$ cat src/rtl/twsc_pkg.sv
// Shared types, codes and constants for the two-wire sound command sender.
`default_nettype none
package twsc_pkg;

	localparam int WORD_BITS = 16;
	localparam int BITS_W    = $clog2(WORD_BITS + 1);
	localparam int LEN_W     = 16;
	localparam logic [LEN_W-1:0] BUSY_TICKS = 16'd20000;

	// input kinds carried on s_tuser
	localparam logic OP_TICK = 1'b0;
	localparam logic OP_PLAY = 1'b1;

	// configuration register indexes
	localparam logic [2:0] CFG_MODE    = 3'd0;
	localparam logic [2:0] CFG_START   = 3'd1;
	localparam logic [2:0] CFG_HIGH_A  = 3'd2;
	localparam logic [2:0] CFG_LOW_A   = 3'd3;
	localparam logic [2:0] CFG_SETUP_B = 3'd4;
	localparam logic [2:0] CFG_HOLD_B  = 3'd5;
	localparam logic [2:0] CFG_HIGH_B  = 3'd6;
	localparam logic [2:0] CFG_GAP_B   = 3'd7;

	typedef enum logic [2:0] {
		PH_IDLE    = 3'd0,
		PH_START   = 3'd1,
		PH_A_HIGH  = 3'd2,
		PH_A_LOW   = 3'd3,
		PH_B_SETUP = 3'd4,
		PH_B_HOLD  = 3'd5,
		PH_B_HIGH  = 3'd6,
		PH_B_WAIT  = 3'd7
	} phase_t;

	typedef enum logic [1:0] {
		SEQ_RUN  = 2'd0,
		SEQ_PRE  = 2'd1,
		SEQ_EMIT = 2'd2,
		SEQ_POST = 2'd3
	} seq_t;

	typedef struct packed {
		phase_t                 phase;
		logic [LEN_W-1:0]       timer;
		logic [WORD_BITS-1:0]   shift;
		logic [BITS_W-1:0]      bits;
		logic                   clk_lv;
		logic                   data_lv;
		logic                   held_valid;
	} line_st_t;

	typedef struct packed {
		logic             mode;
		logic [LEN_W-1:0] start_len;
		logic [LEN_W-1:0] high_len_a;
		logic [LEN_W-1:0] low_len_a;
		logic [LEN_W-1:0] setup_len_b;
		logic [LEN_W-1:0] hold_len_b;
		logic [LEN_W-1:0] high_len_b;
		logic [LEN_W-1:0] gap_len_b;
	} cfg_t;

endpackage
`default_nettype wire

$ cat src/rtl/two_wire_sound_command_sender.sv
// A result is registered at the edge that accepts its item; a tick that opens a send with
// a zero start pulse gets its result from the emit step, after the zero-length phases are
// skipped and once the output slot is free. Throughput: one item per cycle while the output
// slot is free, except that s_tready also drops while a phase that has run out is left and
// any zero-length phases right after it are skipped, and while a zero start pulse settles.
// Reset: clock and data lines high, no track held, registers at their defaults.
`default_nettype none
module two_wire_sound_command_sender (
	input  wire                            clk,
	input  wire                            arst_n,
	input  wire                            cfg_we,
	input  wire  [2:0]                     cfg_index,
	input  wire  [twsc_pkg::LEN_W-1:0]     cfg_data,
	input  wire                            s_tvalid,
	output logic                           s_tready,
	input  wire  [15:0]                    s_tdata,   // [15:0] track
	input  wire                            s_tuser,   // [0] opcode
	output logic                           m_tvalid,
	input  wire                            m_tready,
	output logic [7:0]                     m_tdata    // [0] clk_line, [1] data_line, [2] busy_res
);
	import twsc_pkg::*;

	cfg_t      cfg_q;
	line_st_t  st_q, st_n;
	logic [15:0] held_q, held_n;
	logic      pending_q, pend_n;
	seq_t      seq_q, seq_n;
	logic      m_tvalid_q;
	logic [2:0] out_q, out_n;
	logic      out_load, slot_free, take;

	// Leave the current phase and enter the next one.
	function automatic line_st_t finish_phase(input line_st_t s, input cfg_t c);
		line_st_t r;
		r = s;
		case (s.phase)
			PH_START: begin
				if (c.mode) begin
					r.phase = PH_B_SETUP; r.clk_lv = 1'b0; r.timer = c.setup_len_b;
				end else begin
					r.phase = PH_A_HIGH; r.clk_lv = 1'b1; r.data_lv = s.shift[WORD_BITS-1];
					r.timer = c.high_len_a;
				end
			end
			PH_A_HIGH: begin
				r.phase = PH_A_LOW; r.clk_lv = 1'b0; r.timer = c.low_len_a;
			end
			PH_A_LOW: begin
				r.bits  = s.bits - 1'b1;
				r.shift = s.shift << 1;
				if (r.bits != '0) begin
					r.phase = PH_A_HIGH; r.clk_lv = 1'b1; r.data_lv = r.shift[WORD_BITS-1];
					r.timer = c.high_len_a;
				end else begin
					r.clk_lv = 1'b1; r.data_lv = 1'b1;
					r.phase = PH_IDLE; r.timer = '0; r.held_valid = 1'b0;
				end
			end
			PH_B_SETUP: begin
				r.phase = PH_B_HOLD; r.data_lv = s.shift[WORD_BITS-1]; r.timer = c.hold_len_b;
			end
			PH_B_HOLD: begin
				r.phase = PH_B_HIGH; r.clk_lv = 1'b1; r.timer = c.high_len_b;
			end
			PH_B_HIGH: begin
				r.bits  = s.bits - 1'b1;
				r.shift = s.shift << 1;
				r.phase = PH_B_WAIT;
				r.timer = (r.bits != '0) ? c.gap_len_b : BUSY_TICKS;
			end
			PH_B_WAIT: begin
				if (s.bits != '0) begin
					r.phase = PH_B_SETUP; r.clk_lv = 1'b0; r.timer = c.setup_len_b;
				end else begin
					r.phase = PH_IDLE; r.timer = '0; r.held_valid = 1'b0;
				end
			end
			default: begin
				r.phase = PH_IDLE; r.timer = '0; r.held_valid = 1'b0;
			end
		endcase
		return r;
	endfunction

	assign slot_free = !m_tvalid_q || m_tready;
	assign s_tready  = (seq_q == SEQ_RUN) && slot_free;
	assign take      = s_tvalid && s_tready;
	assign m_tvalid  = m_tvalid_q;
	assign m_tdata   = {5'd0, out_q};

	always_comb begin
		st_n     = st_q;
		held_n   = held_q;
		pend_n   = pending_q;
		seq_n    = seq_q;
		out_load = 1'b0;
		out_n    = {pending_q || (st_q.phase != PH_IDLE), st_q.data_lv, st_q.clk_lv};
		case (seq_q)
			SEQ_RUN: begin
				if (take) begin
					if (s_tuser == OP_PLAY) begin
						if (st_q.phase == PH_IDLE && (!st_q.held_valid || held_q != s_tdata)) begin
							held_n          = s_tdata;
							st_n.held_valid = 1'b1;
							pend_n          = 1'b1;
						end
						out_load = 1'b1;
						out_n    = {pend_n || (st_q.phase != PH_IDLE), st_q.data_lv, st_q.clk_lv};
					end else if (st_q.phase == PH_IDLE && pending_q) begin
						// start a send; a zero start pulse settles before the result
						pend_n       = 1'b0;
						st_n.shift   = held_q[WORD_BITS-1:0];
						st_n.bits    = BITS_W'(WORD_BITS);
						st_n.phase   = PH_START;
						st_n.clk_lv  = 1'b0;
						st_n.data_lv = cfg_q.mode ? st_q.data_lv : 1'b0;
						st_n.timer   = cfg_q.start_len;
						if (cfg_q.start_len == '0) begin
							seq_n = SEQ_PRE;
						end else begin
							out_load   = 1'b1;
							out_n      = {1'b1, st_n.data_lv, 1'b0};
							st_n.timer = cfg_q.start_len - 1'b1;
							if (cfg_q.start_len == LEN_W'(1))
								seq_n = SEQ_POST;
						end
					end else begin
						out_load = 1'b1;
						if (st_q.phase != PH_IDLE) begin
							st_n.timer = st_q.timer - 1'b1;
							if (st_q.timer == LEN_W'(1))
								seq_n = SEQ_POST;
						end
					end
				end
			end
			SEQ_PRE: begin
				st_n = finish_phase(st_q, cfg_q);
				if (st_n.phase == PH_IDLE || st_n.timer != '0)
					seq_n = SEQ_EMIT;
			end
			SEQ_EMIT: begin
				if (slot_free) begin
					out_load = 1'b1;
					seq_n    = SEQ_RUN;
					if (st_q.phase != PH_IDLE) begin
						st_n.timer = st_q.timer - 1'b1;
						if (st_q.timer == LEN_W'(1))
							seq_n = SEQ_POST;
					end
				end
			end
			SEQ_POST: begin
				st_n = finish_phase(st_q, cfg_q);
				if (st_n.phase == PH_IDLE || st_n.timer != '0)
					seq_n = SEQ_RUN;
			end
			default: seq_n = SEQ_RUN;
		endcase
	end

	always_ff @(posedge clk or negedge arst_n) begin
		if (!arst_n) begin
			st_q.phase      <= PH_IDLE;
			st_q.timer      <= '0;
			st_q.shift      <= '0;
			st_q.bits       <= '0;
			st_q.clk_lv     <= 1'b1;
			st_q.data_lv    <= 1'b1;
			st_q.held_valid <= 1'b0;
			held_q          <= '0;
			pending_q       <= 1'b0;
			seq_q           <= SEQ_RUN;
			m_tvalid_q      <= 1'b0;
		end else begin
			st_q      <= st_n;
			held_q    <= held_n;
			pending_q <= pend_n;
			seq_q     <= seq_n;
			if (out_load)
				m_tvalid_q <= 1'b1;
			else if (m_tready)
				m_tvalid_q <= 1'b0;
		end
	end

	always_ff @(posedge clk) begin
		if (out_load)
			out_q <= out_n;
	end

	always_ff @(posedge clk or negedge arst_n) begin
		if (!arst_n) begin
			cfg_q.mode        <= 1'b0;
			cfg_q.start_len   <= 16'd2000;
			cfg_q.high_len_a  <= 16'd200;
			cfg_q.low_len_a   <= 16'd200;
			cfg_q.setup_len_b <= 16'd50;
			cfg_q.hold_len_b  <= 16'd50;
			cfg_q.high_len_b  <= 16'd100;
			cfg_q.gap_len_b   <= 16'd2000;
		end else if (cfg_we) begin
			case (cfg_index)
				CFG_MODE:    cfg_q.mode        <= cfg_data[0];
				CFG_START:   cfg_q.start_len   <= cfg_data;
				CFG_HIGH_A:  cfg_q.high_len_a  <= cfg_data;
				CFG_LOW_A:   cfg_q.low_len_a   <= cfg_data;
				CFG_SETUP_B: cfg_q.setup_len_b <= cfg_data;
				CFG_HOLD_B:  cfg_q.hold_len_b  <= cfg_data;
				CFG_HIGH_B:  cfg_q.high_len_b  <= cfg_data;
				CFG_GAP_B:   cfg_q.gap_len_b   <= cfg_data;
				default: ;
			endcase
		end
	end

`ifndef SYNTH
	a_post_expired: assert property (@(posedge clk) disable iff (!arst_n)
		seq_q == SEQ_POST |-> (st_q.phase != PH_IDLE && st_q.timer == '0))
		else $error("settle pass entered without an expired phase");

	a_run_timer_live: assert property (@(posedge clk) disable iff (!arst_n)
		(seq_q == SEQ_RUN && st_q.phase != PH_IDLE) |-> st_q.timer != '0)
		else $error("active phase with zero timer while taking requests");

	a_no_pending_in_send: assert property (@(posedge clk) disable iff (!arst_n)
		st_q.phase != PH_IDLE |-> !pending_q)
		else $error("pending request while a send is in progress");

	a_bits_live: assert property (@(posedge clk) disable iff (!arst_n)
		(st_q.phase == PH_START || st_q.phase == PH_A_HIGH || st_q.phase == PH_A_LOW ||
		 st_q.phase == PH_B_SETUP || st_q.phase == PH_B_HOLD || st_q.phase == PH_B_HIGH)
		|-> st_q.bits != '0)
		else $error("bit phase with no bits left");

	a_result_after_request: assert property (@(posedge clk) disable iff (!arst_n)
		(s_tvalid && s_tready && s_tuser == OP_PLAY) |=> m_tvalid)
		else $error("play request gave no result");
`endif

endmodule
`default_nettype wire

$ cat config.mk
export PLATFORM = sky130hd
export DESIGN_NAME = two_wire_sound_command_sender
export DESIGN_NICKNAME = d
export VERILOG_FILES = /design/src/rtl/twsc_pkg.sv /design/src/rtl/two_wire_sound_command_sender.sv
export SDC_FILE = /design/constraint.sdc
export NUM_CORES = 1
export LEC_CHECK = 0
export BUFFER_PORTS_ARGS = -buffer_cell sky130_fd_sc_hd__buf_2
export CAP_MARGIN = 40
export CORE_UTILIZATION = 25
export CTS_CLUSTER_SIZE = 20
export DETAILED_ROUTE_END_ITERATION = 10
export SETUP_SLACK_MARGIN = 0.15
export SLEW_MARGIN = 20
export SYNTH_ARGS = -nofsm -noshare
export SYNTH_HDL_FRONTEND = slang
export SYNTH_SLANG_ARGS = --single-unit
export TNS_END_PERCENT = 20
$ cat constraint.sdc
create_clock -name clk -period 6.7 [get_ports clk]
set_input_delay 0.67 -clock clk [delete_from_list [all_inputs] [get_ports clk]]
set_output_delay 0.67 -clock clk [all_outputs]
set_load 0.01 [all_outputs]
=== After elaboration in Yosys (flattened, before gate mapping) ===
Index checks and enable logic that the tools add are counted.

* Bits in registers: 179
* Input bits: 41
* Output and inout port bits: 10
* Logic and storage cells: 172

* Add/subtract/negate cells: 3
* Eq/ne operators: 39
* Mux-type cells: 63
* Reductions and logical operators: 47

{| class="wikitable"
|+ Operators with widths
! cell !! count
|-
| $pmux 19 s7 || 1
|-
| $mux 16 || 5
|-
| $mux 19 || 4
|-
| $pmux 16 s4 || 1
|-
| $pmux 24 s2 || 1
|-
| $mux 43 || 1
|-
| $mux 42 || 1
|-
| $eq 16x1->1 const B || 2
|-
| $reduce_bool 16->1 || 2
|-
| $sub 16x1->16 const B || 2
|-
| $eq 3x3->1 const B || 8
|-
| $mux 2 || 12
|-
| $mux 23 || 1
|-
| $mux 1 || 22
|-
| $mux 21 || 1
|-
| $mux 18 || 1
|-
| $mux 3 || 6
|-
| $logic_not 16->1 || 1
|-
| $ne 16x16->1 || 1
|-
| $reduce_and 2->1 || 8
|-
| $ne 2x2->1 const B || 7
|-
| $eq 3x2->1 const B || 4
|-
| $logic_not 3->1 || 4
|-
| $ne 3x3->1 const B || 4
|-
| other kinds (29) || 52
|}

=== Logic depth before layout (Yosys ltp) ===
Gate-level depths: netlist of the first run.

* Depth after elaboration: 11
* Mapped depth: 11
* Gate-level depth less buffers: 10

=== Worst setup path before layout of the first run ===
No wires, ideal clock.

* Path kind: input to register
* Start point: in s_tdata[10]
* End point: reg held_q[10]
* Library setup time: 125 ps
* Arrival time: 2581 ps
* Data required time: 6575 ps
* Setup slack: 3994 ps
* Stages on the path: 8
* Path buffers: 2
* Cell sequence: xor2_1 > nor4_1 > nand2_1 > o41ai_1 > or2_2 > clkbuf_1 > buf_2 > mux2_2

* Word-level cells in the longest chain between the ends: 4

{| class="wikitable"
|+ Ends and longest elaborated chain
! what !! line !! text
|-
| from (decl) || two_wire_sound_command_sender.sv:16 || <nowiki>input wire [15:0] s_tdata,</nowiki>
|-
| $ne 16x16->1 || two_wire_sound_command_sender.sv:103 || <nowiki>if (st_q.phase == PH_IDLE && (!st_q.held_valid || held_q != s_tdata)) begin</nowiki>
|-
| $logic_or 1x1->1 || two_wire_sound_command_sender.sv:103 ||
|-
| $logic_and 1x1->1 || two_wire_sound_command_sender.sv:103 ||
|-
| $reduce_and 4->1 (no source line) || n/a ||
|-
| to (signal assigned) || two_wire_sound_command_sender.sv:178 || <nowiki>held_q <= held_n;</nowiki>
|-
| to (decl) || two_wire_sound_command_sender.sv:26 || <nowiki>logic [15:0] held_q, held_n;</nowiki>
|}

Several ways; a longest one is shown, not always the timed one.
A chain may end at the register's enable or synchronous reset.

=== Final worst setup path of the first run ===
* Start point: reg st_q[40] (netlist name)
* End point: reg st_q[38] (netlist name)

* Word-level cells in the longest chain between the ends: 6
* Elaborated cells between the ends (all ways): 19
* Those cells by class: eq/ne (7); mux (9); reduce/logical (3)

{| class="wikitable"
|+ Ends and longest elaborated chain
! what !! line !! text
|-
| from (decl) || two_wire_sound_command_sender.sv:25 || <nowiki>line_st_t st_q, st_n;</nowiki>
|-
| from (signal assigned) || two_wire_sound_command_sender.sv:177 || <nowiki>st_q <= st_n;</nowiki>
|-
| $reduce_bool 3->1 / $logic_not 3->1 (equally long branches) || two_wire_sound_command_sender.sv:130, two_wire_sound_command_sender.sv:147, two_wire_sound_command_sender.sv:110 ||
|-
| $mux 16 / $logic_and 1x1->1 (equally long branches) || n/a ||
|-
| $mux 16 || two_wire_sound_command_sender.sv:110 || <nowiki>end else if (st_q.phase == PH_IDLE && pending_q) begin</nowiki>
|-
| $mux 42 || two_wire_sound_command_sender.sv:102 || <nowiki>if (s_tuser == OP_PLAY) begin</nowiki>
|-
| $mux 43 || two_wire_sound_command_sender.sv:101 || <nowiki>if (take) begin</nowiki>
|-
| $pmux 16 s4 * || two_wire_sound_command_sender.sv:99 || <nowiki>case (seq_q)</nowiki>
|}

Every way passes the cells marked *; elsewhere a longest branch is shown, timed or not. The select of a mux whose other input is x is not followed.

==> results of run 1 <==
-- sequential cells by signal, summed over array words and instances (netlist names) --
signal,count
cfg_q,113
held_q,16
m_tvalid,1
out_q,3
pending_q,1
seq_q,2
st_q,43
-- final cells by class --
type	count	area, µm²	area share
sequential	179	4530	0.423
inverter	17	63.8	0.00596
timing repair buffer	68	479	0.0447
clock buffer	18	439	0.0410
clock inverter	14	155	0.0145
multi-input combinational	596	4460	0.417
tap	461	577	0.0539
-- critical path, cell delays in order (launching register included) --
cell,delay (ps)
dfrtp_1,890
nor3_1,330
nor4_1,730
nand3_1,300
nor3_1,240
xnor2_1,160
nor2_1,50
a2111oi_0,340
nor3_1,90
-- cells by family after synthesis --
logic type,count (synthesis),synth area share
muxes,153,0.184
other,1,0.000407
DFF,179,0.491
and+or+nand+nor,219,0.117
xor gates and xnor gates,38,0.0361
adders and majority gates,7,0.00949
AOI/OAI and AO/OA,174,0.131
buffers and inverters,68,0.0308
-- path summary, 6_finish.rpt --
check	endpoint	slack, ps	cells after the start
setup / recovery	st_q[38]	3440	8
hold / removal	held_q[4]	80	1
setup reg to reg	st_q[38]	3440	8
hold reg to reg	st_q[8]	470	2
max in group asynchronous	cfg_q[87]	5620	3
min in group clk	st_q[8]	470	2
-- power groups by stage --
stage	Sequential (W)	Clock (W)	Combinational, W
floorplan	0.00160	0	0.000895
global placement	0.00174	0	0.00115
detailed placement	0.00174	0	0.00118
CTS	0.00172	0.00102	0.00119
global route	0.00175	0.00107	0.00135
finish	0.00171	0.00100	0.00123
-- placed cells by master (no fill, tap or decap), types with 12 or more instances in the layout --
cell       instances
mux2_2           134
o21ai_0           48
nand2_1           71
clkbuf_16         17
nor2_1            42
inv_1             16
a222oi_1          15
a22oi_1           18
dfstp_2           29
dfrtp_1          146
xnor2_1           18
nand3_1           18
nor3_1            26
buf_4             12
a21oi_1           25
xor2_1            20
buf_2             45
a22o_1            13
mux2i_1           19
-- layer usage --
layer  vias to the layer above  routed length, µm
li1                       3179                  -
met2                       250              11800
met1                      3428              11500
met5                         -                 13
met4                         2                671
met3                        47               1630
-- metrics by stage --
step | power (W) | instance area [µm²] | instances | worst slack (ps) | util
2_1_floorplan | 0.00249 | 9240 | 843 | 3990 | -
3_3_place_gp | 0.00289 | 9940 | 1308 | 3480 | 0.277
3_5_place_dp | 0.00292 | 10100 | 1319 | 3500 | 0.281
4_1_cts | 0.00393 | 10700 | 1351 | 3510 | 0.297
5_1_grt | 0.00416 | 10700 | 1353 | 3070 | 0.298
6_report | 0.00394 | 10700 | 1353 | 3440 | 0.298
==> flow_summary.toml, run 1 <==
[floorplan]
die_h_um = 194
die_area_um2 = 37700
die_width_um = 194
start_util = 0.257
core-area_um2 = 35900
ios = 51
core.rowCount = 69

[global_routing]
top_usage_layer = "met2"
grt_overflow = 0
use_met3 = 0.0277
grt_use_total = 0.140
grt_pass1_vias = 6929
grt_antenna_before_repair = 1
grtUsageMet1 = 0.189
grtUsageMet2 = 0.219
grt_max_degree = 79
grt_pass1_wl_um = 41100

[sta]
whs_ps = 75.9
skew_ps = 14.1
rsz0062_at_grt = "false"
worst_slew_pin_slew_ps = 830
fmax_mhz = 307
drv_slew = 0
period_minus_slack_ps = 3260
relSlewSlack = 0.447
min_period_over_period = 0.487
finalHoldViolCount = 0
setup_violations = 0
tns_ps = 0

[placed_design]
io_buffers = 45
gp_congestion = 0.939
hpwl_um = 18600

[detailed_routing]
drt-pass1-iter-count = 6
post_drt_wl_per_cell_um = 19.0
routed_wl_um = 25700
vias = 6906
ant_nets = 0
drt-vias-per-instance = 5.10
drc = 0
first_iter_violations = 688

[worst_setup_path]
reg2reg_from = "st_q[40]"
crit_type = "reg -> reg"
startpoint = "st_q[40]"
crit_required_ps = 7020
cp-end-kind = "flip-flop"
start_kind = "flip-flop"
path_max_fanout = 25
cp.arrival_ps = 3580

[logic_synthesis]
yosys_warnings = 0
yosysTopAreaCell = "dfrtp_1"
synth_edf_count = 3
async_flop_share = 0.983
syn_avg_cell_area_um2 = 11.0
synth-main-ff-cell = "dfrtp_1"
ys_top_cells_by_area = "dfrtp_1, mux2_2, dfstp_2, nand2_1, o21ai_0"
synth_cells = 839
ys_types = 70
synth_seq_cells = 179
synth_top_area_frac = 0.399
synth_top_cells_by_count = "dfrtp_1, mux2_2, nand2_1"
yosysMostFrequentCell = "dfrtp_1"
synthesis.area_um2 = 9220
seq_area_frac_synth = 0.491

[clock_network]
clockRootBuffer = "clkbuf_16"
post_cts_resized = 0
cts_sinks = 179
clk_latency_ps = 450
htreeDepth = 4
post_cts_buffers = 0
holdBufCountCts = 0
clkTransAtPathRegs_ps = 80
cts_made_buffers = 17
cts_tree = "done"
cts_buffer_depth = 2

[power]
p_switching_w = 0.00146
power_leakage_nw = 4.37
switching_share = 0.371
internal_power_w = 0.00248
p_seq_frac = 0.433
combPwrFrac = 0.312
ir_drop_mv = 0.203
clockPowerShare = 0.255
powerDensity_nw_per_um2 = 368

[finish]
fin_nets = 927
num_antenna_cells = 0
fill_cells = 3663
drive_gt1_frac = 0.308
areaGrowthSynthToFinish_pct = 16.1

[run_status]
status = "finished, final reports clean"

[flow_run]
drv_cap = 0

[hold_path]
min-delay-path-class = "in -> async"
Power figures use the tool's default switching activity.
==> run 2, diff against run 1 <==
clock period = 2.9 ns   (was 6.7 ns; I/O delays follow)
==> run 2 against run 1 <==
Clock skew about the same. Non-clock buffer count is 43 higher. Combinational power increased to 2.7 times the previous value. Global-route usage is 0.073 points lower. Register-to-register slack worse by 3300 ps. Die area unchanged. Critical path depth up 2. Sequential share of layout area is 1.4 points lower. Sequential cell count did not move. Critical path type unchanged. Largest cell class unchanged.
==> flow_summary.toml, run 2 (synthesis results as in run 1) <==
[detailed_routing]
first_iter_violations = 721
routed_wl_um = 25900
ant_nets = 0
drc = 0
post_drt_wl_per_cell_um = 18.5
drt-pass1-iter-count = 9
vias = 7014
drt-vias-per-instance = 5.02

[floorplan]
core.rowCount = 69
start_util = 0.257
ios = 51
core-area_um2 = 35900
die_h_um = 194
die_width_um = 194
die_area_um2 = 37700

[global_routing]
grt_pass1_wl_um = 41000
grt_overflow = 0
grt_pass1_vias = 7051
grt_antenna_before_repair = 0
grt_use_total = 0.139
grt_max_degree = 79

[worst_setup_path]
cp.depth = 10
path_max_fanout = 8
cp.arrival_ps = 3130
worst-path-buf-inv = 1
worstReg2RegEnd = "seq_q[1]"
crit_chain = "inv_2 > ha_4 > or4b_4 > nand2_4 > o22ai_4 > a222oi_1 > nand3_1 > or4_4 > o211a_1 > a21oi_2"
reg2reg_from = "st_q[4]"
reg2reg_slack_ps = 140
cp-end-kind = "flip-flop"
crit_required_ps = 3270
start_kind = "flip-flop"
crit_type = "reg -> reg"
slowest_delay_ps = 570
worstRegToRegCells = 10
critPathTopFamily = "simple AND/OR/NAND/NOR gates"
slowest_stage = "or4_4"

[sta]
timing.final.ws_setup_ps = 142
setup_violations = 0
skew_ps = 14.1
drv_slew = 0
relSlewSlack = 0.446
fmax_mhz = 363
worst_slew_pin_slew_ps = 828
min_period_over_period = 0.951
finalHoldViolCount = 0
period_minus_slack_ps = 2760
rsz0062_at_grt = "true"
tns_ps = 0

[clock_network]
cts_sinks = 179
clockRootBuffer = "clkbuf_16"
clk_latency_ps = 440
cts_made_buffers = 17
clkTransAtPathRegs_ps = 80
htreeDepth = 4
cts_buffer_depth = 2
cts_tree = "done"

[hold_path]
hold_start = "s_tdata[4]"
min-delay-path-class = "in -> reg"
whs_path_depth = 2
holdPathEnd = "held_q[4]"

[finish]
areaGrowthSynthToFinish_pct = 20.0
reg_top3 = "cfg_q x113, st_q x43, held_q x16"
stdcell_area_um2 = 11100
largest_reg_flops = 113
fill_cells = 3666
layout_common_cells = "dfrtp_1, mux2_2, nand2_1"
final_common_cell = "dfrtp_1"
num_antenna_cells = 0
final_cells = 1396
fin_nets = 970
regMostFlops = "cfg_q"
drive_gt1_frac = 0.356

[placed_design]
io_buffers = 45
dp_cells = 1347
gp_congestion = 0.903
hpwl_um = 18600
placed_area_um2 = 10300
dp_slack_ps = 71.3

[power]
power_leakage_nw = 4.58
ir_drop_mv = 0.446
report.power.total_w = 0.00955
powerDensity_nw_per_um2 = 862

[flow_run]
drv_cap = 0

[run_status]
status = "finished, final reports clean"
## run 2: cell types whose count changed in the layout (fill, tap and decap cells not counted), sizes merged
cell         before  now
clkinv            5    4
inv              24   25
bufinv            0    1
dlygate4sd3       0    1
buf              68  110
clkbuf           18   19
clkinvlp          2    0
## run 2: repair_timing
| action | in CTS | in global routing |
|---|---|---|
| setup endpoints to repair | 1 | 16 |
| pin swaps | 6 | 17 |
| hold endpoints to repair | 49 | 0 |
| resized for setup | 3 | 17 |
| cloned | 0 | 0 |
| setup buffers | 10 | 6 |
| hold buffers | 1 | 0 |
## run 2: power breakdown
group | internal (W) | total (W) | leakage [nW] | switching [W]
Sequential | 0.00328 | 0.00387 | 2.12 | 0.000589
Combinational | 0.00154 | 0.00330 | 2.16 | 0.00177
Clock | 0.00125 | 0.00237 | 0.295 | 0.00112
Total | 0.00607 | 0.00955 | 4.58 | 0.00347
## run 2: worst reg2reg max path: cells and delay by family, from the launching register on
kind,cells,cell delay [ps]
compound gates,4,790
fa+ha+maj,1,130
buf+inv,1,80
flops,1,390
simple gates,4,1310
## run 2: worst max-delay path by stage
stage | startpoint | endpoint | slack, ps
after floorplan | st_q[3] | seq_q[1] | 220
after detailed placement | st_q[4] | seq_q[1] | 70
after CTS | st_q[4] | seq_q[1] | 130
after global routing | st_q[4] | seq_q[1] | -8
after global placement | st_q[4] | seq_q[1] | 140
final | st_q[4] | seq_q[1] | 140
## run 2: per-stage QoR
step,util,hold slack [ps]
6_report,0.308,106
5_1_grt,0.308,96.1
4_1_cts,0.305,93.3
3_5_place_dp,0.286,287
3_3_place_gp,0.285,284
2_1_floorplan,-,-5.59
## run 2: final cells by class
cell class              instances  area, µm²  area share
flip-flops and latches        179       4530       0.409
clock buffers                  19        443      0.0400
well taps                     461        577      0.0521
repair buffers                111        774      0.0699
clock inverters                13        154      0.0139
inverters                      17       63.8     0.00576
multi-input cells             596       4530       0.409
## run 2: per-layer routing
layer	GRT usage	wire length [µm]	vias up
li1	-	-	3265
met1	0.192	12100	3518
met2	0.223	12100	200
met3	0.0238	1290	31
met4	0.0420	436	0
met5	0	0	-
